### src/hw/rtl/rpme_pkg.sv
// Shared widths, constants and types of the RGB point material estimator.
package rpme_pkg;

    // Field widths.
    localparam int ColorW = 8;
    localparam int OutW   = 17;
    localparam int SumW   = 24;
    localparam int SqW    = 18;
    localparam int MsW    = 33;
    localparam int RootW  = 17;

    // Fixed-point one with 16 fraction bits.
    localparam logic [OutW-1:0] OneQ16 = OutW'(65536);

    // Grayscale weights, each set summing to one in Q16.
    localparam logic [15:0] WiRed   = 16'd19661;
    localparam logic [15:0] WiGreen = 16'd38666;
    localparam logic [15:0] WiBlue  = 16'd7209;
    localparam logic [15:0] WrRed   = 16'd13926;
    localparam logic [15:0] WrGreen = 16'd46885;
    localparam logic [15:0] WrBlue  = 16'd4725;

    // Division by 255 with rounding: estimate by 257/65536, then correct.
    localparam logic [7:0]  Div255     = 8'd255;
    localparam logic [6:0]  RoundBias  = 7'd127;
    localparam logic [8:0]  Div255Mul  = 9'd257;
    localparam int          Div255Shft = 16;

    // Mean square: floor(sq * 2^32 / 195075) = sq * MsA + floor(sq * MsB / 195075).
    localparam longint unsigned MsDivL   = 64'd195075;
    localparam int              MsShift  = 40;
    localparam logic [17:0]     MsDiv    = 18'(MsDivL);
    localparam logic [14:0]     MsA      = 15'((64'd1 << 32) / MsDivL);
    localparam logic [9:0]      MsB      = 10'((64'd1 << 32) % MsDivL);
    localparam logic [22:0]     MsRecip  = 23'((64'd1 << MsShift) / MsDivL);
    localparam int              MsYW     = 28;
    localparam int              MsQW     = 11;

    // Square root iterations for a radicand of MsW bits.
    localparam int NIter = 17;

    // Values carried alongside the square root.
    typedef struct packed {
        logic [OutW-1:0] intensity;
        logic [OutW-1:0] reflectance;
    } t_side;

endpackage

### src/hw/rtl/rpme_if.sv
// Stream interfaces for colour items in and material items out.
interface rpme_pix_if;
    import rpme_pkg::*;

    logic              valid;
    logic              ready;
    logic [ColorW-1:0] red;
    logic [ColorW-1:0] green;
    logic [ColorW-1:0] blue;

    modport source (output valid, output red, output green, output blue, input ready);
    modport sink   (input valid, input red, input green, input blue, output ready);
endinterface

interface rpme_mat_if;
    import rpme_pkg::*;

    logic            valid;
    logic            ready;
    logic [OutW-1:0] intensity;
    logic [OutW-1:0] reflectance;
    logic [OutW-1:0] albedo;
    logic [OutW-1:0] emissivity;

    modport source (output valid, output intensity, output reflectance, output albedo,
                    output emissivity, input ready);
    modport sink   (input valid, input intensity, input reflectance, input albedo,
                    input emissivity, output ready);
endinterface

### src/hw/rtl/rpme_sqrt_pipe.sv
// Pipelined digit-by-digit integer square root, two result bits per stage and one in the last.
module rpme_sqrt_pipe (
    input  logic                         i_clk,
    input  logic                         i_rst_n,
    input  logic                         i_valid,
    output logic                         o_ready,
    input  logic [rpme_pkg::MsW-1:0]     i_rad,
    input  rpme_pkg::t_side              i_side,
    output logic                         o_valid,
    input  logic                         i_ready,
    output logic [rpme_pkg::RootW-1:0]   o_root,
    output rpme_pkg::t_side              o_side
);
    import rpme_pkg::*;

    localparam int RW = MsW + 1;
    localparam int NS = (NIter + 1) / 2;

    typedef struct packed {
        logic [RW-1:0] rad;
        logic [RW-1:0] res;
    } t_root;

    // One iteration: try to subtract res + 4^k from the remaining radicand.
    function automatic t_root root_step(input t_root cur, input int k);
        logic [RW-1:0] bit_v;
        logic [RW-1:0] trial;
        t_root         nxt;
        bit_v = RW'(1) << (2 * k);
        trial = cur.res + bit_v;
        if (cur.rad >= trial) begin
            nxt.rad = cur.rad - trial;
            nxt.res = (cur.res >> 1) + bit_v;
        end else begin
            nxt.rad = cur.rad;
            nxt.res = cur.res >> 1;
        end
        return nxt;
    endfunction

    logic [NS-1:0] r_vld;
    t_root         r_st   [NS];
    t_side         r_side [NS];
    t_root         n_st   [NS];
    t_root         w_prev [NS];
    t_side         w_sprev[NS];
    logic [NS-1:0] w_vprev;
    logic [NS:0]   w_en;

    // Inputs of each stage: the module input or the stage before.
    always_comb begin
        w_prev[0]  = '{rad: RW'(i_rad), res: '0};
        w_sprev[0] = i_side;
        w_vprev[0] = i_valid;
        for (int j = 1; j < NS; j++) begin
            w_prev[j]  = r_st[j-1];
            w_sprev[j] = r_side[j-1];
            w_vprev[j] = r_vld[j-1];
        end
    end

    // Two iterations per stage; the last stage does the final single one.
    always_comb begin
        t_root cur;
        for (int j = 0; j < NS; j++) begin
            cur = root_step(w_prev[j], NIter - 1 - 2 * j);
            if (2 * j + 1 < NIter) begin
                cur = root_step(cur, NIter - 2 - 2 * j);
            end
            n_st[j] = cur;
        end
    end

    // A stage moves when it is empty or the stage after it moves.
    always_comb begin
        w_en[NS] = i_ready;
        for (int j = NS - 1; j >= 0; j--) begin
            w_en[j] = !r_vld[j] || w_en[j+1];
        end
    end

    // Valid bits.
    always_ff @(posedge i_clk) begin
        if (!i_rst_n) begin
            r_vld <= '0;
        end else begin
            for (int j = 0; j < NS; j++) begin
                if (w_en[j]) begin
                    r_vld[j] <= w_vprev[j];
                end
            end
        end
    end

    // Stage payload.
    always_ff @(posedge i_clk) begin
        for (int j = 0; j < NS; j++) begin
            if (w_en[j]) begin
                r_st[j]   <= n_st[j];
                r_side[j] <= w_sprev[j];
            end
        end
    end

    assign o_ready = w_en[0];
    assign o_valid = r_vld[NS-1];
    assign o_root  = RootW'(r_st[NS-1].res);
    assign o_side  = r_side[NS-1];

`ifndef ASSERT_OFF
    // The finished root fits the result width.
    a_root_fits: assert property (@(posedge i_clk) disable iff (!i_rst_n)
        r_vld[NS-1] |-> (r_st[NS-1].res[RW-1:RootW] == '0))
        else $error("square root exceeds its width");

    // The remainder of a floor square root never exceeds twice the root.
    a_root_rem: assert property (@(posedge i_clk) disable iff (!i_rst_n)
        r_vld[NS-1] |-> (r_st[NS-1].rad <= (r_st[NS-1].res << 1)))
        else $error("square root remainder too large");
`endif
endmodule

### src/hw/rtl/rgb_point_material_estimator.sv
// Top level of the RGB point material estimator pipeline.
//
//  Channel  Dir  Fields                                       Accepted when
//  i_pix    in   red, green, blue (8 bits each)               valid && ready
//  o_mat    out  intensity, reflectance, albedo, emissivity   valid && ready
//
// One item enters per cycle while the output is not stalled; each item passes
// four front stages for the weighted sums and the mean square, nine square
// root stages, and two stages for albedo.
// Reset clears only the valid bits of every stage.
// Each stage holds its item under a stall and empty stages keep filling, so
// bubbles close up and nothing is lost or repeated.
module rgb_point_material_estimator (
    input  logic       i_clk,
    input  logic       i_rst_n,
    rpme_pix_if.sink   i_pix,
    rpme_mat_if.source o_mat
);
    import rpme_pkg::*;

    // Correct an estimate of t/255 that may be up to two low.
    function automatic logic [OutW-1:0] div255_fix(input logic [SumW-1:0] t,
                                                   input logic [OutW-1:0] q);
        logic [SumW-1:0] diff;
        logic [9:0]      rem;
        diff = t - SumW'(q) * SumW'(Div255);
        rem  = 10'(diff);
        if (rem >= 10'(2 * Div255)) begin
            return q + OutW'(2);
        end else if (rem >= 10'(Div255)) begin
            return q + OutW'(1);
        end
        return q;
    endfunction

    logic                 r_v1, r_v2, r_v3, r_v4, r_v5, r_vo;
    logic                 w_en1, w_en2, w_en3, w_en4, w_en5, w_eno;
    logic [SumW-1:0]      r_si1, r_sr1, n_si1, n_sr1;
    logic [SqW-1:0]       r_sq1, n_sq1;
    logic [SumW-1:0]      r_ti2, r_tr2, n_ti2, n_tr2;
    logic [OutW-1:0]      r_qi2, r_qr2, n_qi2, n_qr2;
    logic [MsYW-1:0]      r_y2, n_y2, r_y3;
    logic [31:0]          r_pa2, n_pa2, r_pa3;
    logic [OutW-1:0]      r_int3, r_ref3, n_int3, n_ref3;
    logic [MsQW-1:0]      r_qm3, n_qm3;
    logic [MsW-1:0]       r_ms4, n_ms4;
    t_side                r_side4;
    logic [MsYW-1:0]      w_prod4, w_rem4;
    logic                 w_sq_valid, w_sq_ready;
    logic [RootW-1:0]     w_root;
    t_side                w_sq_side;
    logic [MsW-1:0]       r_prod5;
    t_side                r_side5;
    logic [OutW-1:0]      r_int_o, r_ref_o, r_alb_o, r_emi_o;

    // Stage enables: a stage moves when it is empty or its successor moves.
    assign w_eno = !r_vo || o_mat.ready;
    assign w_en5 = !r_v5 || w_eno;
    assign w_en4 = !r_v4 || w_sq_ready;
    assign w_en3 = !r_v3 || w_en4;
    assign w_en2 = !r_v2 || w_en3;
    assign w_en1 = !r_v1 || w_en2;
    assign i_pix.ready = w_en1;

    // Stage 1: weighted sums and sum of squares.
    always_comb begin
        n_si1 = SumW'(WiRed) * SumW'(i_pix.red) + SumW'(WiGreen) * SumW'(i_pix.green)
              + SumW'(WiBlue) * SumW'(i_pix.blue);
        n_sr1 = SumW'(WrRed) * SumW'(i_pix.red) + SumW'(WrGreen) * SumW'(i_pix.green)
              + SumW'(WrBlue) * SumW'(i_pix.blue);
        n_sq1 = SqW'(i_pix.red) * SqW'(i_pix.red) + SqW'(i_pix.green) * SqW'(i_pix.green)
              + SqW'(i_pix.blue) * SqW'(i_pix.blue);
    end

    // Stage 2: quotient estimates by 255, and the two parts of the mean square.
    always_comb begin
        n_ti2 = r_si1 + SumW'(RoundBias);
        n_tr2 = r_sr1 + SumW'(RoundBias);
        n_qi2 = OutW'((33'(n_ti2) * 33'(Div255Mul)) >> Div255Shft);
        n_qr2 = OutW'((33'(n_tr2) * 33'(Div255Mul)) >> Div255Shft);
        n_pa2 = 32'(r_sq1) * 32'(MsA);
        n_y2  = MsYW'(r_sq1) * MsYW'(MsB);
    end

    // Stage 3: exact rounded quotients; reciprocal estimate of y / 195075.
    always_comb begin
        n_int3 = div255_fix(r_ti2, r_qi2);
        n_ref3 = div255_fix(r_tr2, r_qr2);
        n_qm3  = MsQW'((51'(r_y2) * 51'(MsRecip)) >> MsShift);
    end

    // Stage 4: correct the estimate by one and assemble the mean square.
    always_comb begin
        w_prod4 = MsYW'(r_qm3) * MsYW'(MsDiv);
        w_rem4  = r_y3 - w_prod4;
        n_ms4   = MsW'(r_pa3) + MsW'(r_qm3) + MsW'(w_rem4 >= MsYW'(MsDiv));
    end

    // Valid bits of the front, albedo and output stages.
    always_ff @(posedge i_clk) begin
        if (!i_rst_n) begin
            r_v1 <= 1'b0;
            r_v2 <= 1'b0;
            r_v3 <= 1'b0;
            r_v4 <= 1'b0;
            r_v5 <= 1'b0;
            r_vo <= 1'b0;
        end else begin
            if (w_en1) r_v1 <= i_pix.valid;
            if (w_en2) r_v2 <= r_v1;
            if (w_en3) r_v3 <= r_v2;
            if (w_en4) r_v4 <= r_v3;
            if (w_en5) r_v5 <= w_sq_valid;
            if (w_eno) r_vo <= r_v5;
        end
    end

    // Front stage payload.
    always_ff @(posedge i_clk) begin
        if (w_en1) begin
            r_si1 <= n_si1;
            r_sr1 <= n_sr1;
            r_sq1 <= n_sq1;
        end
        if (w_en2) begin
            r_ti2 <= n_ti2;
            r_tr2 <= n_tr2;
            r_qi2 <= n_qi2;
            r_qr2 <= n_qr2;
            r_pa2 <= n_pa2;
            r_y2  <= n_y2;
        end
        if (w_en3) begin
            r_int3 <= n_int3;
            r_ref3 <= n_ref3;
            r_qm3  <= n_qm3;
            r_pa3  <= r_pa2;
            r_y3   <= r_y2;
        end
        if (w_en4) begin
            r_ms4               <= n_ms4;
            r_side4.intensity   <= r_int3;
            r_side4.reflectance <= r_ref3;
        end
    end

    // Root of the mean square.
    rpme_sqrt_pipe u_sqrt (
        .i_clk   (i_clk),
        .i_rst_n (i_rst_n),
        .i_valid (r_v4),
        .o_ready (w_sq_ready),
        .i_rad   (r_ms4),
        .i_side  (r_side4),
        .o_valid (w_sq_valid),
        .i_ready (w_en5),
        .o_root  (w_root),
        .o_side  (w_sq_side)
    );

    // Albedo product, then rounding and the output register.
    always_ff @(posedge i_clk) begin
        if (w_en5) begin
            r_prod5 <= MsW'(w_root) * MsW'(w_sq_side.intensity);
            r_side5 <= w_sq_side;
        end
        if (w_eno) begin
            r_int_o <= r_side5.intensity;
            r_ref_o <= r_side5.reflectance;
            r_alb_o <= OutW'((r_prod5 + MsW'(32768)) >> 16);
            r_emi_o <= OneQ16 - r_side5.intensity;
        end
    end

    assign o_mat.valid       = r_vo;
    assign o_mat.intensity   = r_int_o;
    assign o_mat.reflectance = r_ref_o;
    assign o_mat.albedo      = r_alb_o;
    assign o_mat.emissivity  = r_emi_o;

`ifndef ASSERT_OFF
    // Rounded intensity never exceeds one.
    a_int_range: assert property (@(posedge i_clk) disable iff (!i_rst_n)
        r_v3 |-> (r_int3 <= OneQ16))
        else $error("intensity out of range");

    // Mean square never exceeds 2^32.
    a_ms_range: assert property (@(posedge i_clk) disable iff (!i_rst_n)
        r_v4 |-> (r_ms4 <= (MsW'(1) << 32)))
        else $error("mean square out of range");

    // Emissivity complements intensity, and albedo cannot exceed intensity.
    a_out_rel: assert property (@(posedge i_clk) disable iff (!i_rst_n)
        r_vo |-> ((18'(r_int_o) + 18'(r_emi_o) == 18'(OneQ16)) && (r_alb_o <= r_int_o)))
        else $error("output item inconsistent");
`endif
endmodule

### src/flat_wrapper.sv
// flat-port wrapper written by rule: the top's interface ports become plain ports
module rgb_point_material_estimator_flat import rpme_pkg::*;
  (i_clk, i_rst_n, i_pix_valid, i_pix_red, i_pix_green, i_pix_blue, i_pix_ready, o_mat_valid, o_mat_intensity, o_mat_reflectance, o_mat_albedo, o_mat_emissivity, o_mat_ready);
  rpme_pix_if i_pix_i ();
  rpme_mat_if o_mat_i ();
  input  logic i_clk;
  input  logic i_rst_n;
  input wire logic [$bits(i_pix_i.valid)-1:0] i_pix_valid;
  input wire logic [$bits(i_pix_i.red)-1:0] i_pix_red;
  input wire logic [$bits(i_pix_i.green)-1:0] i_pix_green;
  input wire logic [$bits(i_pix_i.blue)-1:0] i_pix_blue;
  output wire logic [$bits(i_pix_i.ready)-1:0] i_pix_ready;
  output wire logic [$bits(o_mat_i.valid)-1:0] o_mat_valid;
  output wire logic [$bits(o_mat_i.intensity)-1:0] o_mat_intensity;
  output wire logic [$bits(o_mat_i.reflectance)-1:0] o_mat_reflectance;
  output wire logic [$bits(o_mat_i.albedo)-1:0] o_mat_albedo;
  output wire logic [$bits(o_mat_i.emissivity)-1:0] o_mat_emissivity;
  input wire logic [$bits(o_mat_i.ready)-1:0] o_mat_ready;
  assign i_pix_i.valid = i_pix_valid;
  assign i_pix_i.red = i_pix_red;
  assign i_pix_i.green = i_pix_green;
  assign i_pix_i.blue = i_pix_blue;
  assign i_pix_ready = i_pix_i.ready;
  assign o_mat_valid = o_mat_i.valid;
  assign o_mat_intensity = o_mat_i.intensity;
  assign o_mat_reflectance = o_mat_i.reflectance;
  assign o_mat_albedo = o_mat_i.albedo;
  assign o_mat_emissivity = o_mat_i.emissivity;
  assign o_mat_i.ready = o_mat_ready;
  rgb_point_material_estimator u_core (.i_clk(i_clk), .i_rst_n(i_rst_n), .i_pix(i_pix_i), .o_mat(o_mat_i));
endmodule
### config.mk
export PLATFORM = sky130hd
export DESIGN_NAME = rgb_point_material_estimator_flat
export DESIGN_NICKNAME = d
export VERILOG_FILES = /design/src/hw/rtl/rpme_pkg.sv /design/src/hw/rtl/rpme_if.sv /design/src/hw/rtl/rpme_sqrt_pipe.sv /design/src/hw/rtl/rgb_point_material_estimator.sv /design/src/flat_wrapper.sv
export SDC_FILE = /design/constraint.sdc
export NUM_CORES = 2
export LEC_CHECK = 0
export BUFFER_PORTS_ARGS = -buffer_cell sky130_fd_sc_hd__buf_2
export CORE_UTILIZATION = 60
export CTS_BUF_LIST = sky130_fd_sc_hd__clkbuf_16
export CTS_CLUSTER_DIAMETER = 150
export DETAILED_ROUTE_END_ITERATION = 10
export PLACE_DENSITY = 0.76
export SYNTH_ARGS = -nofsm -noshare
export SYNTH_HDL_FRONTEND = slang
export SYNTH_SLANG_ARGS = --single-unit
### constraint.sdc
create_clock -name i_clk -period 28.3 [get_ports i_clk]
set_clock_uncertainty 0.05 [all_clocks]
set_input_delay 2.83 -clock i_clk [delete_from_list [all_inputs] [get_ports i_clk]]
set_output_delay 2.83 -clock i_clk [all_outputs]
set_load 0.02 [all_outputs]
==> results.env <==
STATUS='finished, final reports clean'
WORST_HOLD_PATH.NUM_CELLS=0
HOLD_VIOL=0
DRT_DRC_VIOLATIONS_LEFT=0
MAX-CLOCK-PATH-BUFFERS=3
CLOCK_SINK_COUNT=1149
SYN_AVG_CELL_AREA_SQ_UM=11.4
FINAL_MAX_SLEW_VIOL_COUNT=0
COUNT_LEADER_SYNTH='sky130_fd_sc_hd__inv_1'
SYNTHFLOPTYPE='sky130_fd_sc_hd__edfxtp_1'
AREA_DELTA_SYNTH_FINAL_PCT=7.02
GRT_PASS1_VIAS=63900
SEQ_AREA_FRAC_SYNTH_PCT=35.8
HPWLAFTERDP_MM=175
FINAL_PERIOD_MINUS_WORST_SETUP_SLACK_NS=11.41
DIEHEIGHT_UM=402
FINALWEIGHTEDCONGESTION=0.981
MOST_FREQUENT_CELL_ON_THE_CRITICAL_PATH='sky130_fd_sc_hd__fa_1'
TIMING.MAX_CAP.VIOLATIONS=0
RSZ0062_AT_GRT='false'
ENDPOINT_OF_THE_LOWEST_SLACK_REGISTER_TO_REGISTER_PATH='u_core.r_ms4[22]$_DFFE_PP_'
FIRST_ITER_VIOLATIONS=3618
WORST_R2R_PATH_DEPTH=36
ACHIEVABLE-FREQUENCY_MHz=87.6
CRITICAL-PATH-MAX-STAGE-DELAY_NS=0.54
DESIGN.DIE.AREA_SQ_UM=162000
RRSETUPSLACK_NS=18.90
SETUP_VIOL_COUNT_FINAL=0
BUFFER_PORTS.INSERTED=97
YOSYSTOPAREACELL='sky130_fd_sc_hd__edfxtp_1'
DRT-VIAS-PER-INSTANCE=5.65
PIN_COUNT_OF_THE_BIGGEST_NET_ENTERING_GLOBAL_ROUTING=78
MULTI_INPUT_AREA_SQ_UM=55500
STARTING_DENSITY_OF_THE_CORE_PCT=60.5
TIMING.CRITICAL_PATH.TO='u_core.r_sq1[17]$_DFFE_PP_'
SYNTH_AREA_LEADERS='sky130_fd_sc_hd__edfxtp_1 35%, sky130_fd_sc_hd__fa_1 18%, sky130_fd_sc_hd__ha_1 17%'
PLACE_INST=10500
SYN_NETS=10600
CRITICAL_PATH.STARTPOINT='i_pix_green[1]'
FP.COREAREA_SQ_UM=159000
H-TREE-DEPTH=3
WORSTPATHREQUIRED_NS=28.75
ROUTE.VIAS.TOTAL=60600
RR_STARTPOINT='u_core.r_qm3[3]$_DFFE_PP_'
SETUP_SLACK_NS=16.89
POST_CTS_RESIZE_COUNT=0
WORST_SETUP_HOLD_PATH_CLK_SLEW_NS=0.06
GLOBALROUTEOVERFLOWTOTAL=0
FIN_CRIT_SH_PCT=40.3
ROUTE.ANTENNA.REMAINING_NETS=0
IOPINCOUNT=98
CTS.ROOT.BUFFER_CELL='sky130_fd_sc_hd__clkbuf_16'
FIN_SETUP_TNS_NS=0
SYNTH-EDFF-COUNT=1134
SYN_INST_COUNT=8397
GROUTE.USAGE.OVERALL_PCT=27.4
CLKLATENCYLATEPIN_NS=0.75
DRT_FIRST_PASS_ITERS=6
HOLD_BUFFERS=0
YS_FF_LATCH=1149
FINAL_NET_COUNT=10800
POST_DRT_WL_PER_CELL_UM=20.1
CRITICAL_PATH.SLOWEST_CELL='sky130_fd_sc_hd__fa_1'
CP-START-KIND='input pin'
TOTALWIRELENGTH_MM=215
SYNTHARSTFLOPSHARE_PCT=0
TIGHTESTPINTRANSITION_NS=1.21
FRACTION_OF_LAYOUT_INSTANCES_USING_A_DRIVE_STRENGTH_ABOVE_1_PCT=4.86
SYNTH_COMMONEST_CELLS='1,558 x sky130_fd_sc_hd__inv_1, 1,339 x sky130_fd_sc_hd__ha_1, 1,134 x sky130_fd_sc_hd__edfxtp_1'
YOSYS.CELL_TYPES.COUNT=106
YS.WARNINGS.COUNT=0
SYN-CELL-AREA_SQ_UM=96100
CTS_MADE_BUFFERS=115
RELSLEWSLACK_PCT=18.8
FILLERINSTANCES=12000
YOSYS.AREA.TOP_TYPE_SHARE_PCT=35.4
SETUP.WORST_PATH.END_CLASS='register'
FLOORPLAN.ROWS=146
WORST-SETUP-PATH-TYPE='input pin to register'
POST-CTS-SETUP-BUFFERS=0
GLOBAL_ROUTE_WIRE_LENGTH_BEFORE_REPAIR_MM=346
WORSTHOLDPATHTYPE='register to register'
CTS_TREE='yes'
PLACEMENT.SETUP.WORST_SLACK_NS=16.17
TIMING.CRITICAL_PATH.ARRIVAL_NS=11.86
GRT_ANTENNA_BEFORE_REPAIR=1
REGAREA_SQ_UM=34400
STDCELL_COUNT=10700
CRITPATHMAXFANOUT=12
DIE_W_UM=402
logic make-up after synthesis:
group | Yosys count | share of synthesized area, %
buffers and inverters | 1650 | 6.51
flip-flops | 1149 | 35.8
multiplexers | 45 | 0.530
AND/OR/NAND/NOR | 1737 | 9.05
XOR/XNOR | 611 | 5.59
adder cells (fa/ha/maj) | 2221 | 35.8
AO/OA/AOI/OAI | 984 | 6.74
critical path: cells and delay by family:
kind	cells	cell delay (ns)
fa+ha+maj	12	5.60
compound gates	8	1.60
buf+inv	9	1.10
simple gates	2	0.30
mux	1	0.22
xor+xnor	1	0.21
layout make-up:
| cell class | count | share of cell area [%] |
|---|---|---|
| antenna | 1 | 0.00243 |
| clock buffer | 116 | 2.82 |
| clock inverter | 96 | 0.792 |
| inverter | 1562 | 5.70 |
| multi-input combinational | 5598 | 54.0 |
| sequential | 1149 | 33.4 |
| tap | 2072 | 2.52 |
| timing repair buffer | 135 | 0.750 |
stage by stage:
stage / area, sq um / utilization, % / hold slack [ns]
floorplan: 96100 / - / 0.350
global placement: 99100 / 62.4 / 0.351
detailed placement: 99100 / 62.4 / 0.355
CTS: 103000 / 64.8 / 0.327
global route: 103000 / 64.8 / 0.342
finish: 103000 / 64.8 / 0.331
sequential cells by signal (all words and copies together) (netlist names), 18 cells and up:
name and flops:
u_core.r_sr1 24, u_core.r_pa3 32, u_core.r_y2 26, u_core.r_side5 34
u_core.r_y3 26, u_core.r_prod5 18, u_core.r_ms4 33, u_core.r_si1 24
u_core.r_sq1 18, u_core.r_pa2 32, u_core.u_sqrt.r_st 361, u_core.r_side4 34
u_core.u_sqrt.r_side 306
how the worst min path moves through the flow:
stage / startpoint / slack (ns) / end
after floorplan: u_core.r_side5[0]$_DFFE_PP_ / 0.35 / u_core.o_mat.reflectance[0]$_DFFE_PP_
after global placement: u_core.u_sqrt.r_side[0][159]$_DFFE_PP_ / 0.35 / u_core.u_sqrt.r_side[0][193]$_DFFE_PP_
after detailed placement: u_core.r_side5[15]$_DFFE_PP_ / 0.35 / u_core.o_mat.reflectance[15]$_DFFE_PP_
after CTS: u_core.r_ms4[27]$_DFFE_PP_ / 0.33 / u_core.u_sqrt.r_st[0][61]$_DFFE_PP_
after global routing: u_core.r_ms4[27]$_DFFE_PP_ / 0.34 / u_core.u_sqrt.r_st[0][61]$_DFFE_PP_
final: u_core.r_ms4[27]$_DFFE_PP_ / 0.33 / u_core.u_sqrt.r_st[0][61]$_DFFE_PP_
cell usage in the layout, fill, tap and decap left out, types with 20 or more instances in the layout:
cell                        instances
sky130_fd_sc_hd__nand3_1          110
sky130_fd_sc_hd__or4_1             20
sky130_fd_sc_hd__xor2_1           182
sky130_fd_sc_hd__mux2i_1           22
sky130_fd_sc_hd__nand4_1           64
sky130_fd_sc_hd__clkbuf_16        116
sky130_fd_sc_hd__nand2b_1          45
sky130_fd_sc_hd__buf_4             38
sky130_fd_sc_hd__nor3b_1           20
sky130_fd_sc_hd__a21o_1           108
sky130_fd_sc_hd__o211ai_1          29
sky130_fd_sc_hd__or3_1             34
sky130_fd_sc_hd__clkinv_1          28
sky130_fd_sc_hd__a31oi_1           34
sky130_fd_sc_hd__fa_1             882
sky130_fd_sc_hd__edfxtp_1        1134
sky130_fd_sc_hd__nor4_1            71
sky130_fd_sc_hd__and3_1            60
sky130_fd_sc_hd__or2_2             31
sky130_fd_sc_hd__a211oi_1          33
sky130_fd_sc_hd__o31ai_1           27
sky130_fd_sc_hd__o21ai_0          178
sky130_fd_sc_hd__nor2b_1           64
sky130_fd_sc_hd__o21bai_1          33
sky130_fd_sc_hd__ha_1            1339
sky130_fd_sc_hd__and2_1           142
sky130_fd_sc_hd__inv_1           1563
sky130_fd_sc_hd__nor2_1           382
sky130_fd_sc_hd__buf_2             97
sky130_fd_sc_hd__nor3_1           129
sky130_fd_sc_hd__a21oi_1          286
sky130_fd_sc_hd__xnor2_1          426
sky130_fd_sc_hd__a21boi_0          21
sky130_fd_sc_hd__nand2_1          476
sky130_fd_sc_hd__o21a_1            68
routing by layer:
| metal | GRT usage [%] | part of all wire, % | vias to the layer above |
|---|---|---|---|
| met5 | 0 | 0 | - |
| met4 | 10.9 | 4.3 | 0 |
| met2 | 49.5 | 51 | 1432 |
| met1 | 33.5 | 41 | 30000 |
| li1 | - | - | 28800 |
| met3 | 2.65 | 4.0 | 432 |
Power is not shown: default switching activity piles up to over one toggle a cycle in this logic, so the estimate is an artifact.
